### config.mk
export PLATFORM = sky130hd
export DESIGN_NAME = isotp_tx_segmenter_core
export DESIGN_NICKNAME = d
export VERILOG_FILES = /design/src/design/isotp_pkg.sv /design/src/design/isotp_seg.sv /design/src/design/isotp_obuf.sv /design/src/design/isotp_tx_segmenter_core.sv
export VERILOG_INCLUDE_DIRS = /design/src /design/src/design
export SDC_FILE = /design/constraint.sdc
export NUM_CORES = 1
export LEC_CHECK = 0
export ABC_CLOCK_PERIOD_IN_PS = 5400
export BUFFER_PORTS_ARGS = -buffer_cell sky130_fd_sc_hd__buf_4
export CORE_MARGIN = 2
export CORE_UTILIZATION = 50
export DETAILED_ROUTE_END_ITERATION = 12
export PLACE_DENSITY_LB_ADDON = 0.05
export REMOVE_ABC_BUFFERS = 1
export SLEW_MARGIN = 20
export SYNTH_ARGS = -nofsm -noshare
export SYNTH_HDL_FRONTEND = slang
export SYNTH_SLANG_ARGS = --single-unit
### constraint.sdc
create_clock -name clk -period 5.4 [get_ports clk]
set_clock_uncertainty 0.1 [all_clocks]
set_input_delay 0 -clock clk [delete_from_list [all_inputs] [get_ports clk]]
set_output_delay 0 -clock clk [all_outputs]
set_load 0.01 [all_outputs]
### src/design/isotp_tx_segmenter_core_macros.svh
// Assertion helpers shared by the segmenter RTL.
// Each expects clk and rst_n in scope.
`ifndef ISOTP_TX_SEGMENTER_CORE_MACROS_SVH
`define ISOTP_TX_SEGMENTER_CORE_MACROS_SVH

// Same-cycle implication, checked out of reset.
`define ISOTP_ASSERT_IMP(lbl, ante, cons) \
    lbl: assert property (@(posedge clk) disable iff (!rst_n) (ante) |-> (cons)) \
        else $error("isotp segmenter: same-cycle check failed");

// Next-cycle implication, checked out of reset.
`define ISOTP_ASSERT_NXT(lbl, ante, cons) \
    lbl: assert property (@(posedge clk) disable iff (!rst_n) (ante) |=> (cons)) \
        else $error("isotp segmenter: next-cycle check failed");

`endif

### src/design/isotp_pkg.sv
`timescale 1ns / 1ps
`default_nettype none
package isotp_pkg;

    // Classic CAN frame size and derived payload room
    localparam int FRAME_BYTES = 8;
    localparam int FF_PAYLOAD  = FRAME_BYTES - 2;
    localparam int CF_PAYLOAD  = FRAME_BYTES - 1;

    // Item modes
    localparam logic MODE_PAYLOAD = 1'b0;
    localparam logic MODE_FC      = 1'b1;

    // PCI frame types (upper nibble of the first frame byte)
    localparam logic [3:0] PCI_SF = 4'h0;
    localparam logic [3:0] PCI_FF = 4'h1;
    localparam logic [3:0] PCI_CF = 4'h2;
    localparam logic [3:0] PCI_FC = 4'h3;

    // STmin encoding of 100 us units
    localparam logic [3:0] STMIN_US_HI  = 4'hF;
    localparam logic [3:0] STMIN_US_MAX = 4'd9;

    localparam int MAX_BEATS = 3;

    typedef struct packed {
        logic [7:0] data;
        logic       first;
        logic       last;
        logic       done;
    } seg_beat_t;

    typedef struct packed {
        seg_beat_t [MAX_BEATS-1:0] beat;
        logic [1:0]                count;
    } seg_result_t;

endpackage
`default_nettype wire

### src/design/isotp_seg.sv
`timescale 1ns / 1ps
`default_nettype none
module isotp_seg (
    input  wire logic                 clk,
    input  wire logic                 rst_n,
    input  wire logic                 in_fire,
    input  wire logic                 mode,
    input  wire logic [7:0]           payload_byte,
    input  wire logic [11:0]          message_length,
    input  wire logic [1:0]           fc_status,
    input  wire logic [7:0]           fc_block_size,
    input  wire logic [6:0]           fc_sep_ms,
    input  wire logic [3:0]           fc_sep_100us,
    output isotp_pkg::seg_result_t    result
);
    import isotp_pkg::*;

    logic        in_msg_reg,  in_msg_next;
    logic [11:0] total_reg,   total_next;
    logic [11:0] taken_reg,   taken_next;
    logic [2:0]  fill_reg,    fill_next;
    logic [3:0]  seq_reg,     seq_next;

    logic [11:0] tl, bt, bt_inc;
    logic [2:0]  ff, ff_inc, limit;
    logic [3:0]  sq, sq_inc;
    logic        single;
    logic [1:0]  hdr_cnt;
    seg_beat_t   h0, h1, dbeat;
    logic [7:0]  sep;

    always_comb
    begin
        in_msg_next = in_msg_reg;
        total_next  = total_reg;
        taken_next  = taken_reg;
        fill_next   = fill_reg;
        seq_next    = seq_reg;
        result      = '0;
        h0          = '0;
        h1          = '0;
        dbeat       = '0;
        hdr_cnt     = 2'd0;

        // Fresh message starts from a clean slate with the sampled length
        tl     = in_msg_reg ? total_reg : message_length;
        bt     = in_msg_reg ? taken_reg : 12'd0;
        ff     = in_msg_reg ? fill_reg  : 3'd0;
        sq     = in_msg_reg ? seq_reg   : 4'd0;
        sq_inc = sq + 4'd1;
        bt_inc = bt + 12'd1;
        ff_inc = ff + 3'd1;
        single = (tl < 12'(FRAME_BYTES));

        if (fc_sep_100us != 4'd0)
            sep = {STMIN_US_HI, (fc_sep_100us > STMIN_US_MAX) ? STMIN_US_MAX : fc_sep_100us};
        else
            sep = {1'b0, fc_sep_ms};

        if (single)
            limit = 3'(CF_PAYLOAD);
        else if (bt < 12'(FF_PAYLOAD))
            limit = 3'(FF_PAYLOAD);
        else
            limit = 3'(CF_PAYLOAD);

        if (mode == MODE_FC) begin
            result.beat[0] = '{data: {PCI_FC, 2'b00, fc_status}, first: 1'b1,
                               last: 1'b0, done: 1'b0};
            result.beat[1] = '{data: fc_block_size, first: 1'b0, last: 1'b0, done: 1'b0};
            result.beat[2] = '{data: sep, first: 1'b0, last: 1'b1, done: 1'b1};
            result.count   = 2'd3;
        end else if (in_msg_reg || message_length != 12'd0) begin
            in_msg_next = 1'b1;
            total_next  = tl;
            seq_next    = sq;

            if (bt == 12'd0) begin
                if (single) begin
                    h0      = '{data: {PCI_SF, tl[3:0]}, first: 1'b1, last: 1'b0, done: 1'b0};
                    hdr_cnt = 2'd1;
                end else begin
                    h0      = '{data: {PCI_FF, tl[11:8]}, first: 1'b1, last: 1'b0, done: 1'b0};
                    h1      = '{data: tl[7:0], first: 1'b0, last: 1'b0, done: 1'b0};
                    hdr_cnt = 2'd2;
                end
            end else if (ff == 3'd0) begin
                seq_next = sq_inc;
                h0       = '{data: {PCI_CF, sq_inc}, first: 1'b1, last: 1'b0, done: 1'b0};
                hdr_cnt  = 2'd1;
            end

            taken_next = bt_inc;
            fill_next  = ff_inc;
            dbeat.data = payload_byte;
            if (bt_inc >= tl) begin
                // Message complete: close the frame and return to idle
                dbeat.last  = 1'b1;
                dbeat.done  = 1'b1;
                in_msg_next = 1'b0;
                fill_next   = 3'd0;
            end else if (ff_inc >= limit) begin
                dbeat.last = 1'b1;
                fill_next  = 3'd0;
            end

            case (hdr_cnt)
                2'd0:
                begin
                    result.beat[0] = dbeat;
                end
                2'd1:
                begin
                    result.beat[0] = h0;
                    result.beat[1] = dbeat;
                end
                2'd2:
                begin
                    result.beat[0] = h0;
                    result.beat[1] = h1;
                    result.beat[2] = dbeat;
                end
                default:
                begin
                    result.beat[0] = dbeat;
                end
            endcase
            result.count = hdr_cnt + 2'd1;
        end
    end

    always_ff @(posedge clk or negedge rst_n)
    begin
        if (!rst_n) begin
            in_msg_reg <= 1'b0;
            total_reg  <= 12'd0;
            taken_reg  <= 12'd0;
            fill_reg   <= 3'd0;
            seq_reg    <= 4'd0;
        end else if (in_fire) begin
            in_msg_reg <= in_msg_next;
            total_reg  <= total_next;
            taken_reg  <= taken_next;
            fill_reg   <= fill_next;
            seq_reg    <= seq_next;
        end
    end

endmodule
`default_nettype wire

### src/design/isotp_obuf.sv
`timescale 1ns / 1ps
`default_nettype none
module isotp_obuf (
    input  wire logic                  clk,
    input  wire logic                  rst_n,
    input  wire logic                  in_fire,
    input  wire isotp_pkg::seg_result_t result,
    output logic                       load_ok,
    output logic                       out_valid,
    input  wire logic                  out_ready,
    output logic [7:0]                 frame_byte,
    output logic                       frame_first,
    output logic                       frame_last,
    output logic                       message_done
);
    import isotp_pkg::*;

    seg_beat_t [MAX_BEATS-1:0] ent_reg;
    logic [1:0]                rem_reg;
    logic [1:0]                idx_reg;
    seg_beat_t                 cur;
    logic                      out_fire;

    assign out_valid = (rem_reg != 2'd0);
    assign out_fire  = out_valid && out_ready;
    // Take a new item once the buffer drains this cycle
    assign load_ok   = (rem_reg == 2'd0) || (rem_reg == 2'd1 && out_ready);

    always_comb
    begin
        case (idx_reg)
            2'd0:    cur = ent_reg[0];
            2'd1:    cur = ent_reg[1];
            2'd2:    cur = ent_reg[2];
            default: cur = ent_reg[0];
        endcase
    end

    assign frame_byte   = cur.data;
    assign frame_first  = cur.first;
    assign frame_last   = cur.last;
    assign message_done = cur.done;

    always_ff @(posedge clk)
    begin
        if (in_fire)
            ent_reg <= result.beat;
    end

    always_ff @(posedge clk or negedge rst_n)
    begin
        if (!rst_n) begin
            rem_reg <= 2'd0;
            idx_reg <= 2'd0;
        end else if (in_fire) begin
            rem_reg <= result.count;
            idx_reg <= 2'd0;
        end else if (out_fire) begin
            rem_reg <= rem_reg - 2'd1;
            idx_reg <= idx_reg + 2'd1;
        end
    end

endmodule
`default_nettype wire

### src/design/isotp_tx_segmenter_core.sv
`timescale 1ns / 1ps
`default_nettype none
// Channel  | Handshake           | Payload
// ---------+---------------------+---------------------------------------------------
// input    | in_valid / in_ready | mode, payload_byte, message_length, fc_* fields
// output   | out_valid/out_ready | frame_byte, frame_first, frame_last, message_done
//
// Each input beat yields zero to three frame bytes, computed combinationally from
// the input ports and the segmentation state and loaded into a three-entry result buffer,
// which sends one byte per cycle while out_ready is high. A payload beat
// mid-frame yields one byte, a frame start two or three, a flow-control beat three.
// in_ready rises once the buffer holds nothing or its last byte leaves now.
// Reset (rst_n low) returns to idle with an empty buffer; output stalls hold
// the buffer and block further input beats.
module isotp_tx_segmenter_core (
    input  wire logic        clk,
    input  wire logic        rst_n,
    input  wire logic        in_valid,
    output logic             in_ready,
    input  wire logic        mode,
    input  wire logic [7:0]  payload_byte,
    input  wire logic [11:0] message_length,
    input  wire logic [1:0]  fc_status,
    input  wire logic [7:0]  fc_block_size,
    input  wire logic [6:0]  fc_sep_ms,
    input  wire logic [3:0]  fc_sep_100us,
    output logic             out_valid,
    input  wire logic        out_ready,
    output logic [7:0]       frame_byte,
    output logic             frame_first,
    output logic             frame_last,
    output logic             message_done
);
    import isotp_pkg::*;

    `include "isotp_tx_segmenter_core_macros.svh"

    seg_result_t result;
    logic        in_fire;

    assign in_fire = in_valid && in_ready;

    // Segmentation state and per-beat frame byte generation
    isotp_seg u_seg (
        .clk            (clk),
        .rst_n          (rst_n),
        .in_fire        (in_fire),
        .mode           (mode),
        .payload_byte   (payload_byte),
        .message_length (message_length),
        .fc_status      (fc_status),
        .fc_block_size  (fc_block_size),
        .fc_sep_ms      (fc_sep_ms),
        .fc_sep_100us   (fc_sep_100us),
        .result         (result)
    );

    // Result buffer: hold up to three bytes and drain one per cycle while out_ready is high
    isotp_obuf u_obuf (
        .clk          (clk),
        .rst_n        (rst_n),
        .in_fire      (in_fire),
        .result       (result),
        .load_ok      (in_ready),
        .out_valid    (out_valid),
        .out_ready    (out_ready),
        .frame_byte   (frame_byte),
        .frame_first  (frame_first),
        .frame_last   (frame_last),
        .message_done (message_done)
    );

    // A message end always closes a frame
    `ISOTP_ASSERT_IMP(a_done_closes_frame, out_valid && message_done, frame_last)
    // New input only when the buffer is empty or a byte leaves at this edge
    `ISOTP_ASSERT_IMP(a_no_overrun, in_fire, !out_valid || (out_ready && frame_last) || out_ready)
    // A flow-control beat starts an FC frame in the next cycle
    `ISOTP_ASSERT_NXT(a_fc_start, in_fire && mode == MODE_FC,
        out_valid && frame_first && frame_byte[7:4] == PCI_FC)

endmodule
`default_nettype wire

# Word-level counts from Yosys, hierarchy flattened
# Index checks and enable logic that the tools add are counted.
[word_totals]
ff_bits = 69
input_bits = 46
out_inout_bits = 13
wordCells = 90
[classes]
n_addsub = 6
order_cmp = 5
n_eq_ne = 5
muxes = 36
n_bitwise = 2
n_reduce_logical = 15
[ops]
columns = ["operator", "n"]
rows = [
  ["35-bit two-way mux", 2],
  ["11-bit two-way mux", 5],
  ["11-bit one-hot mux with 2 select lines", 2],
  ["12-bit two-way mux", 2],
  ["2-bit two-way mux", 8],
  ["4-bit two-way mux", 4],
  ["8-bit two-way mux", 2],
  ["12-bit by 1-bit adder with 12-bit output, second input constant", 1],
  ["12-bit greater-or-equal comparator", 1],
  ["12-bit logical NOT", 1],
  ["12-bit by 3-bit less-than comparator with 1-bit output, second input constant", 1],
  ["12-bit by 4-bit less-than comparator with 1-bit output, second input constant", 1],
  ["12-bit nonzero test", 1],
  ["3-bit two-way mux", 3],
  ["9-bit two-way mux", 1],
  ["1-bit two-way mux", 7],
  ["2-bit by 1-bit equality test with 1-bit output, second input constant", 3],
  ["2-bit by 1-bit adder with 2-bit output, second input constant", 2],
  ["4-bit by 1-bit adder with 4-bit output, second input constant", 1],
  ["2-bit equality test, second input constant", 2],
  ["4-bit > comparator, second input constant", 1],
  ["2-bit nonzero test", 2],
  ["4-bit nonzero test", 1],
  ["2-bit OR reduction", 2],
  ["other kinds (9)", 13],
]

# Depth between registers and ports, before layout
# Gate-level depths: netlist of run 1.
[depth]
depth_word = 12
mapped_depth = 18
mapped_depth_nobuf = 14

# By module
# Synthesis of run 1 repeated with hierarchy kept, for this count alone.
[hier_totals]
hier_cells = 436
hier_area_um2 = 4332.9
[modules_own_cells]
columns = ["module", "n_inst", "cells_per_inst", "area_each_um2", "seq_area_each_um2"]
rows = [
  ["isotp_seg", 1, 339, 2871.5, 800.8],
  ["isotp_obuf", 1, 96, 1455.1, 1091.0],
  ["isotp_tx_segmenter_core", 1, 1, 6.3, 0.0],
]

# Least setup slack after synthesis of run 1
# OpenSTA, ideal clock, no wires.
[synth_timing]
path_kind = "register -> register"
start = "register u_seg.in_msg_reg"
end = "register u_obuf.ent_reg[23] in the netlist's numbering (data pin)"
setup_ns = 0.272
arrival_ns = 3.355
t_required_ns = 5.028
slack_ns = 1.673
path_stages_with_launch = 19
path_buffers = 4
synth_period_minus_slack_ns = 3.727
path_cell_list = "dfrtp_1 clkbuf_8 buf_6 clkbuf_1 clkbuf_1 and2_1 ha_1 nand3_1 nor2_1 nand3_1 xor2_1 nor2_1 ha_1 a21oi_1 nand2_1 a21oi_1 o21ai_0 a31oi_1 o21ai_0"
[synth_between]
word_cells_on_any_way = 24
classes_between = "2 x add/sub; 4 x order compare; 1 x eq/ne; 14 x mux; 3 x reduce/logical"
[synth_lines]
columns = ["element", "line_no", "text"]
rows = [
  ["from (decl)", "isotp_seg.sv:18", "logic in_msg_reg, in_msg_next;"],
  ["from (signal assigned)", "isotp_seg.sv:141", "in_msg_reg <= in_msg_next;"],
  ["12-bit two-way mux", "isotp_seg.sv:47", "bt = in_msg_reg ? taken_reg : 12'd0;"],
  ["12-bit by 1-bit adder with 12-bit output", "isotp_seg.sv:51", "bt_inc = bt + 12'd1;"],
  ["named net u_seg.bt_inc[10]", "isotp_seg.sv:24", "logic [11:0] tl, bt, bt_inc;"],
  ["12-bit greater-or-equal comparator", "isotp_seg.sv:96", "if (bt_inc >= tl) begin"],
  ["1-bit two-way mux", "isotp_seg.sv:96", ""],
  ["11-bit two-way mux", "isotp_seg.sv:107", "case (hdr_cnt)"],
  ["35-bit two-way mux", "isotp_seg.sv:73", "end else if (in_msg_reg || message_length != 12'd0) begin"],
  ["to (signal assigned)", "isotp_obuf.sv:47", "ent_reg <= result.beat;"],
  ["to (decl)", "isotp_obuf.sv:18", "seg_beat_t [MAX_BEATS-1:0] ent_reg;"],
]
# The timed path passes the listed nets, and every way through them passes these cells. The select of a mux whose other input is x is not followed.
# A chain may end at the register's enable or synchronous reset.

==> impl_metrics.tcl, run 1 <==
set metrics [dict create \
    outcome "completed" \
    ys_seq_area_share_pct 43.88 \
    syn_area_sq_mm 0.004174 \
    avgRoutedWirePerCell_um 16.77 \
    final_cells 643 \
    crit_path_max_fanout 21 \
    cp.required_ns 5.40 \
    yosys.area.top_type "edfxtp_1" \
    grt_max_degree 37 \
    grt_pass1_vias 3567 \
    timing.rr.end "u_obuf.ent_reg[16]$_DFFE_PP_" \
    die_area_sq_mm 0.009094 \
    die_w_um 95.37 \
    cts-resized-gates 0 \
    cp-startpoint "u_seg.taken_reg[5]$_DFFE_PN0P_" \
    slew_violations 0 \
    cts_sinks 67 \
    rsz0062_at_grt "false" \
    p_int_uw 1405 \
    worstReg2RegStart "u_seg.taken_reg[5]$_DFFE_PN0P_" \
    switching_share_pct 41.55 \
    clockRootBuffer "clkbuf_8" \
    seq_power_share_pct 32.1 \
    start_kind "flip-flop" \
    peakVddDrop_uv 274.9 \
    overflow 0 \
    fmax_ghz 0.2662 \
    syn2layout_area_growth_pct 25.36 \
    post_drt_via_cell_ratio 5.575 \
    num_vias 3585 \
    dp_hpwl_mm 7.564 \
    synthCells 440 \
    synthTopCellsByCount "nand2_1 (82), o21ai_0 (45), dfrtp_1 (36)" \
    crit_path_end_kind "flip-flop" \
    first_iter_violations 200 \
    dr.pass1.iters 4 \
    wl_mm 10.78 \
    track_usage_pct 25.20 \
    worstPathArrival_ns 3.75 \
    clkTransAtPathRegs_ns 0.08 \
    grt_pass1_wl_mm 17.29 \
    dr_wl_met3_um 534 \
    fin_crit_sh_pct 69.58 \
    largest_reg_flops 31 \
    insertion_delay_ns 0.34 \
    io_buffers 58 \
    synthMostInstantiatedCell "nand2_1" \
    powerDensity_mw_per_mm2 459.4 \
    num-nets-final 602 \
    total_leakage_power_uw 0.002291 \
    synth_area_leaders "edfxtp_1 (22%), dfrtp_1 (22%), nand2_1 (7.4%), ha_1 (6.9%), o21ai_0 (5.4%)" \
    htreeDepth 3 \
    clk_path_buf_depth 2 \
    slew_headroom_pct 38.98 \
    critPathCapture "u_obuf.ent_reg[16]$_DFFE_PP_" \
    cts_made_buffers 9 \
    wl_met2_mm 5.132 \
    maxCapViolCount 0 \
    num_rows 33 \
    antenna_found_initial 0 \
    setup_viol 0 \
    combPwrFrac_pct 50.7 \
    pwr-share-clk_pct 17.2 \
    coreArea_sq_mm 0.008134 \
    io_pins 59 \
    synthFlopType "dfrtp_1" \
    drive_gt1_share_pct 17.66 \
    ys_warn_count 0 \
    wl_met1_mm 4.832 \
    ys_ff_latch 67 \
    finalSetupTns_ns 0 \
    reg2regPathDepth 7 \
    finalCriticalPeriod_ns 3.757 \
    rrSetupSlack_ns 1.64 \
    path_class "reg2reg" \
    dp_cells 585 \
    gp_congestion 0.9007 \
    synth_top_area_share_pct 22.30 \
    drc_errors 0 \
    syn_area_per_cell_sq_um 9.486 \
    insertedDiodeCount 0 \
    worstMarginPinSlew_ns 0.9154 \
    top_layer "met4" \
    final_hold_viol_count 0 \
    power_switching_uw 998.7 \
    yosysUniqueCellTypes 55 \
    ant_nets 0 \
    synth-edff-count 31 \
    cts_setup_buffers 0 \
    hold_path_class "in2reg" \
    cts_tree "yes" \
    start_util_pct 51.32 \
    ys_async_sr_fraction_pct 53.73 \
    fp.dieH_um 95.37 \
]
==> critical path, stage by stage (launching register included) <==
cell           delay, ns
dfrtp_1             0.44
or4_1               0.55
nor3_2              0.16
a32o_1              0.80
mux2i_2             0.47
nor2_4              0.13
a221o_1             0.31
dlygate4sd3_1       0.56
==> power by group through the flow <==
stage	sequential (uW)	combinational (uW)	clock [uW]
2_1_floorplan	795	725	0
3_3_place_gp	778	1140	0
3_5_place_dp	782	1170	0
4_1_cts	771	1220	422
5_1_grt	787	1350	443
6_report	772	1220	413
==> final cells by class <==
type	instances	area [sq um]
fillers	666	2902
multi-input cells	335	2131
flip-flops and latches	67	1832
repair buffers	104	885.9
well taps	105	131.4
clock buffers	9	123.9
clock inverters	7	68.82
inverters	16	60.06
==> repair_timing <==
item,CTS,global route
endpoints found under the hold margin,68,0
hold buffers,42,0
setup endpoints to repair,0,0
==> layout by cell type (no fill, tap or decap), types with 6 or more instances in the layout <==
master,instances
clkbuf_8,9
nand3_1,16
ha_1,23
nor3_1,8
nand2_1,82
a22oi_1,10
a221o_1,9
xor2_1,6
inv_1,15
dlygate4sd3_1,42
and2_1,10
edfxtp_1,31
a21oi_1,17
o21ai_0,45
mux2i_1,17
dfrtp_1,36
mux2_2,6
xnor2_1,6
buf_4,62
nor2_1,26
==> routing by layer <==
metal	vias to the layer above	track usage, %
met2	104	42.02
met4	0	12.20
met5	-	0
met3	21	3.478
met1	1688	32.26
li1	1772	-
==> worst min path at each step <==
stage | slack [ns] | to | startpoint | cells after the start
2_1_floorplan | -0.40 | u_obuf.idx_reg[0]$_DFFE_PN0P_ | rst_n | 0
3_3_place_gp | -0.11 | u_seg.taken_reg[1]$_DFFE_PN0P_ | rst_n | 1
3_5_place_dp | -0.10 | u_seg.taken_reg[1]$_DFFE_PN0P_ | rst_n | 1
4_1_cts | 0.005 | u_seg.total_reg[6]$_DFFE_PN0P_ | message_length[6] | 3
5_1_grt | 0.02 | u_obuf.ent_reg[18]$_DFFE_PP_ | mode | 2
6_report | 0.008 | u_seg.total_reg[6]$_DFFE_PN0P_ | message_length[6] | 3
==> logic make-up after synthesis <==
group                    Yosys count  synth area share [%]
AO/OA/AOI/OAI                    107                 16.49
XOR/XNOR                          12                 2.518
adder cells (fa/ha/maj)           23                 6.895
buffers and inverters             38                 5.065
flip-flops                        67                 43.88
multiplexers                      24                 6.025
AND/OR/NAND/NOR                  169                 19.13
==> stage by stage <==
step | setup WS, ns | total power (uW) | utilization (%) | hold WS [ns] | area [sq um]
global route | 1.495 | 2576 | 64.33 | 0.02221 | 5233
floorplan | 1.706 | 1519 | - | -0.3956 | 4023
CTS | 1.648 | 2411 | 64.33 | 0.004777 | 5233
finish | 1.643 | 2404 | 64.33 | 0.007848 | 5233
global placement | 2.053 | 1922 | 56.79 | -0.1089 | 4619
detailed placement | 1.894 | 1952 | 56.79 | -0.1047 | 4619
(Power assumes the default switching activity.)
==> run 2: changes to the inputs <==
--- a/config.mk
+++ b/config.mk
@@ -6,7 +6,7 @@
 export SDC_FILE = /design/constraint.sdc
 export NUM_CORES = 1
 export LEC_CHECK = 0
-export ABC_CLOCK_PERIOD_IN_PS = 5400
+export ABC_CLOCK_PERIOD_IN_PS = 3500
 export BUFFER_PORTS_ARGS = -buffer_cell sky130_fd_sc_hd__buf_4
 export CORE_MARGIN = 2
 export CORE_UTILIZATION = 50
==> constraint.sdc (replaced) <==
create_clock -name clk -period 3.5 [get_ports clk]
set_clock_uncertainty 0.1 [all_clocks]
set_input_delay 0 -clock clk [delete_from_list [all_inputs] [get_ports clk]]
set_output_delay 0 -clock clk [all_outputs]
set_load 0.01 [all_outputs]
==> run 2 against run 1 <==
Fmax is 15% higher. Design area is 0.14% higher. Sequential share of layout area is 0.050 points lower. Register-to-register slack worse by 1.4 ns. Highest routed layer unchanged. Critical path depth is 2 higher. Sequential power is 54% higher. Critical endpoint is now u_obuf.ent_reg[4]$_DFFE_PP_. Sequential cell count stayed put. Count of clock-buffer cells in the layout is 1 higher.
==> impl_metrics.tcl, run 2 (synthesis results as in run 1) <==
set metrics [dict create \
    timing.rr.end "u_obuf.ent_reg[4]$_DFFE_PP_" \
    layout_common_cells "nand2_1 (82), buf_4 (70), o21ai_0 (45)" \
    fill_cells 675 \
    worstReg2RegStart "u_seg.in_msg_reg$_DFFE_PN0P_" \
    cts_made_buffers 9 \
    insertion_delay_ns 0.35 \
    antenna_found_initial 0 \
    grt_pass1_vias 3547 \
    track_usage_pct 25.86 \
    first_iter_violations 125 \
    coreArea_sq_mm 0.008134 \
    cts_setup_buffers 0 \
    num_vias 3603 \
    cts_sinks 67 \
    rsz0062_at_grt "false" \
    worstMarginPinSlew_ns 0.6975 \
    maxCapViolCount 0 \
    power_switching_uw 1546 \
    worstPathArrival_ns 3.37 \
    rrSetupSlack_ns 0.24 \
    overflow 0 \
    grt_pass1_wl_mm 17.53 \
    clk_path_buf_depth 2 \
    slew_headroom_pct 53.50 \
    crit_path_end_kind "flip-flop" \
    grt_max_degree 37 \
    combPwrFrac_pct 51.9 \
    start_kind "flip-flop" \
    slew_violations 0 \
    dp_hpwl_mm 7.685 \
    largest_reg_flops 31 \
    drc_errors 0 \
    path_class "reg2reg" \
    finalWorstSetupSlack_ns 0.2418 \
    crit_path_max_fanout 23 \
    finalCriticalPeriod_ns 3.258 \
    die_w_um 95.37 \
    cp-startpoint "u_seg.in_msg_reg$_DFFE_PN0P_" \
    hold_path_class "in2reg" \
    pre_cts_ws_ns 0.3346 \
    num_rows 33 \
    io_pins 59 \
    fp.dieH_um 95.37 \
    clockRootBuffer "clkbuf_8" \
    drive_gt1_share_pct 18.85 \
    min_from "out_ready" \
    syn2layout_area_growth_pct 25.54 \
    fin_crit_sh_pct 93.09 \
    avgRoutedWirePerCell_um 16.90 \
    dr.pass1.iters 4 \
    peakVddDrop_uv 497.5 \
    num-nets-final 605 \
    reg2regPathDepth 9 \
    insertedDiodeCount 0 \
    gp_congestion 0.8831 \
    seq_power_share_pct 31.7 \
    wl_mm 10.92 \
    worstHoldPathCells 4 \
    power_uw 3763 \
    die_area_sq_mm 0.009094 \
    post_drt_via_cell_ratio 5.577 \
    clkTransAtPathRegs_ns 0.07 \
    outcome "completed" \
    setup_viol 0 \
    switching_share_pct 41.08 \
    pwr-share-clk_pct 16.4 \
    fmax_ghz 0.3069 \
    cp.required_ns 3.61 \
    ant_nets 0 \
    p_int_uw 2217 \
    cts_tree "yes" \
    total_leakage_power_uw 0.002312 \
    io_buffers 58 \
    final_hold_viol_count 0 \
    start_util_pct 51.32 \
    htreeDepth 3 \
    powerDensity_mw_per_mm2 718.1 \
    holdPathEnd "u_obuf.idx_reg[1]$_DFFE_PN0P_" \
    mostFrequentLayoutCell "nand2_1" \
]
-- run 2: worst max-delay path by stage --
stage	endpoint	slack, ns	cells after the start
final	u_obuf.ent_reg[4]$_DFFE_PP_	0.24	9
after CTS	u_obuf.ent_reg[4]$_DFFE_PP_	0.26	9
after global routing	u_obuf.ent_reg[23]$_SDFFCE_PP1P_	0.07	14
after global placement	u_obuf.ent_reg[23]$_SDFFCE_PP1P_	0.42	14
after floorplan	u_obuf.ent_reg[23]$_SDFFCE_PP1P_	-0.19	14
after detailed placement	u_obuf.ent_reg[23]$_SDFFCE_PP1P_	0.33	14
-- run 2: metal layers --
metal  track usage (%)  share of wire, %
met1             31.73                43
met2             44.78                50
met3             4.743               4.7
met4             10.63               2.6
met5                 0                 0
-- run 2: power by group through the flow --
stage          clock network (uW)  registers (uW)  logic [uW]
5_1_grt                       664            1220        2170
2_1_floorplan                   0            1230        1120
3_3_place_gp                    0            1200        1820
6_report                      616            1190        1950
3_5_place_dp                    0            1210        1860
4_1_cts                       628            1190        1930
-- run 2: through the flow --
stage / utilization (%) / TNS (ns) / cells / hold slack, ns / area [sq um]
floorplan: - / -0.7004 / 418 / -0.3956 / 4023
global placement: 57.53 / 0 / 593 / -0.1174 / 4679
detailed placement: 57.53 / 0 / 593 / -0.1145 / 4679
CTS: 64.34 / 0 / 646 / 0.0003864 / 5234
global route: 64.42 / 0 / 646 / 0.01639 / 5240
finish: 64.42 / 0 / 646 / 0.004011 / 5240
-- run 2: worst max-delay path: stages, from the launching register on --
cell	delay [ns]
dfrtp_1	0.36
buf_4	0.19
buf_4	0.34
inv_1	0.09
buf_4	0.20
a32o_1	0.27
buf_4	0.22
nor3_1	0.52
a221o_1	0.26
dlygate4sd3_1	0.56
-- run 2: timing repair --
item	CTS	global route
hold buffers	37	0
endpoints found under the setup margin	0	2
resized for setup	0	1
endpoints found under the hold margin	62	0
-- run 2: final cells by class --
cell class / instances / area, sq um / share of cell area (%)
Multi-Input combinational cell: 335 / 2137 / 40.78
Sequential cell: 67 / 1832 / 34.96
Timing Repair Buffer: 107 / 895.9 / 17.10
Tap cell: 105 / 131.4 / 2.507
Clock buffer: 10 / 127.6 / 2.436
Inverter: 16 / 60.06 / 1.146
Clock inverter: 6 / 56.30 / 1.074
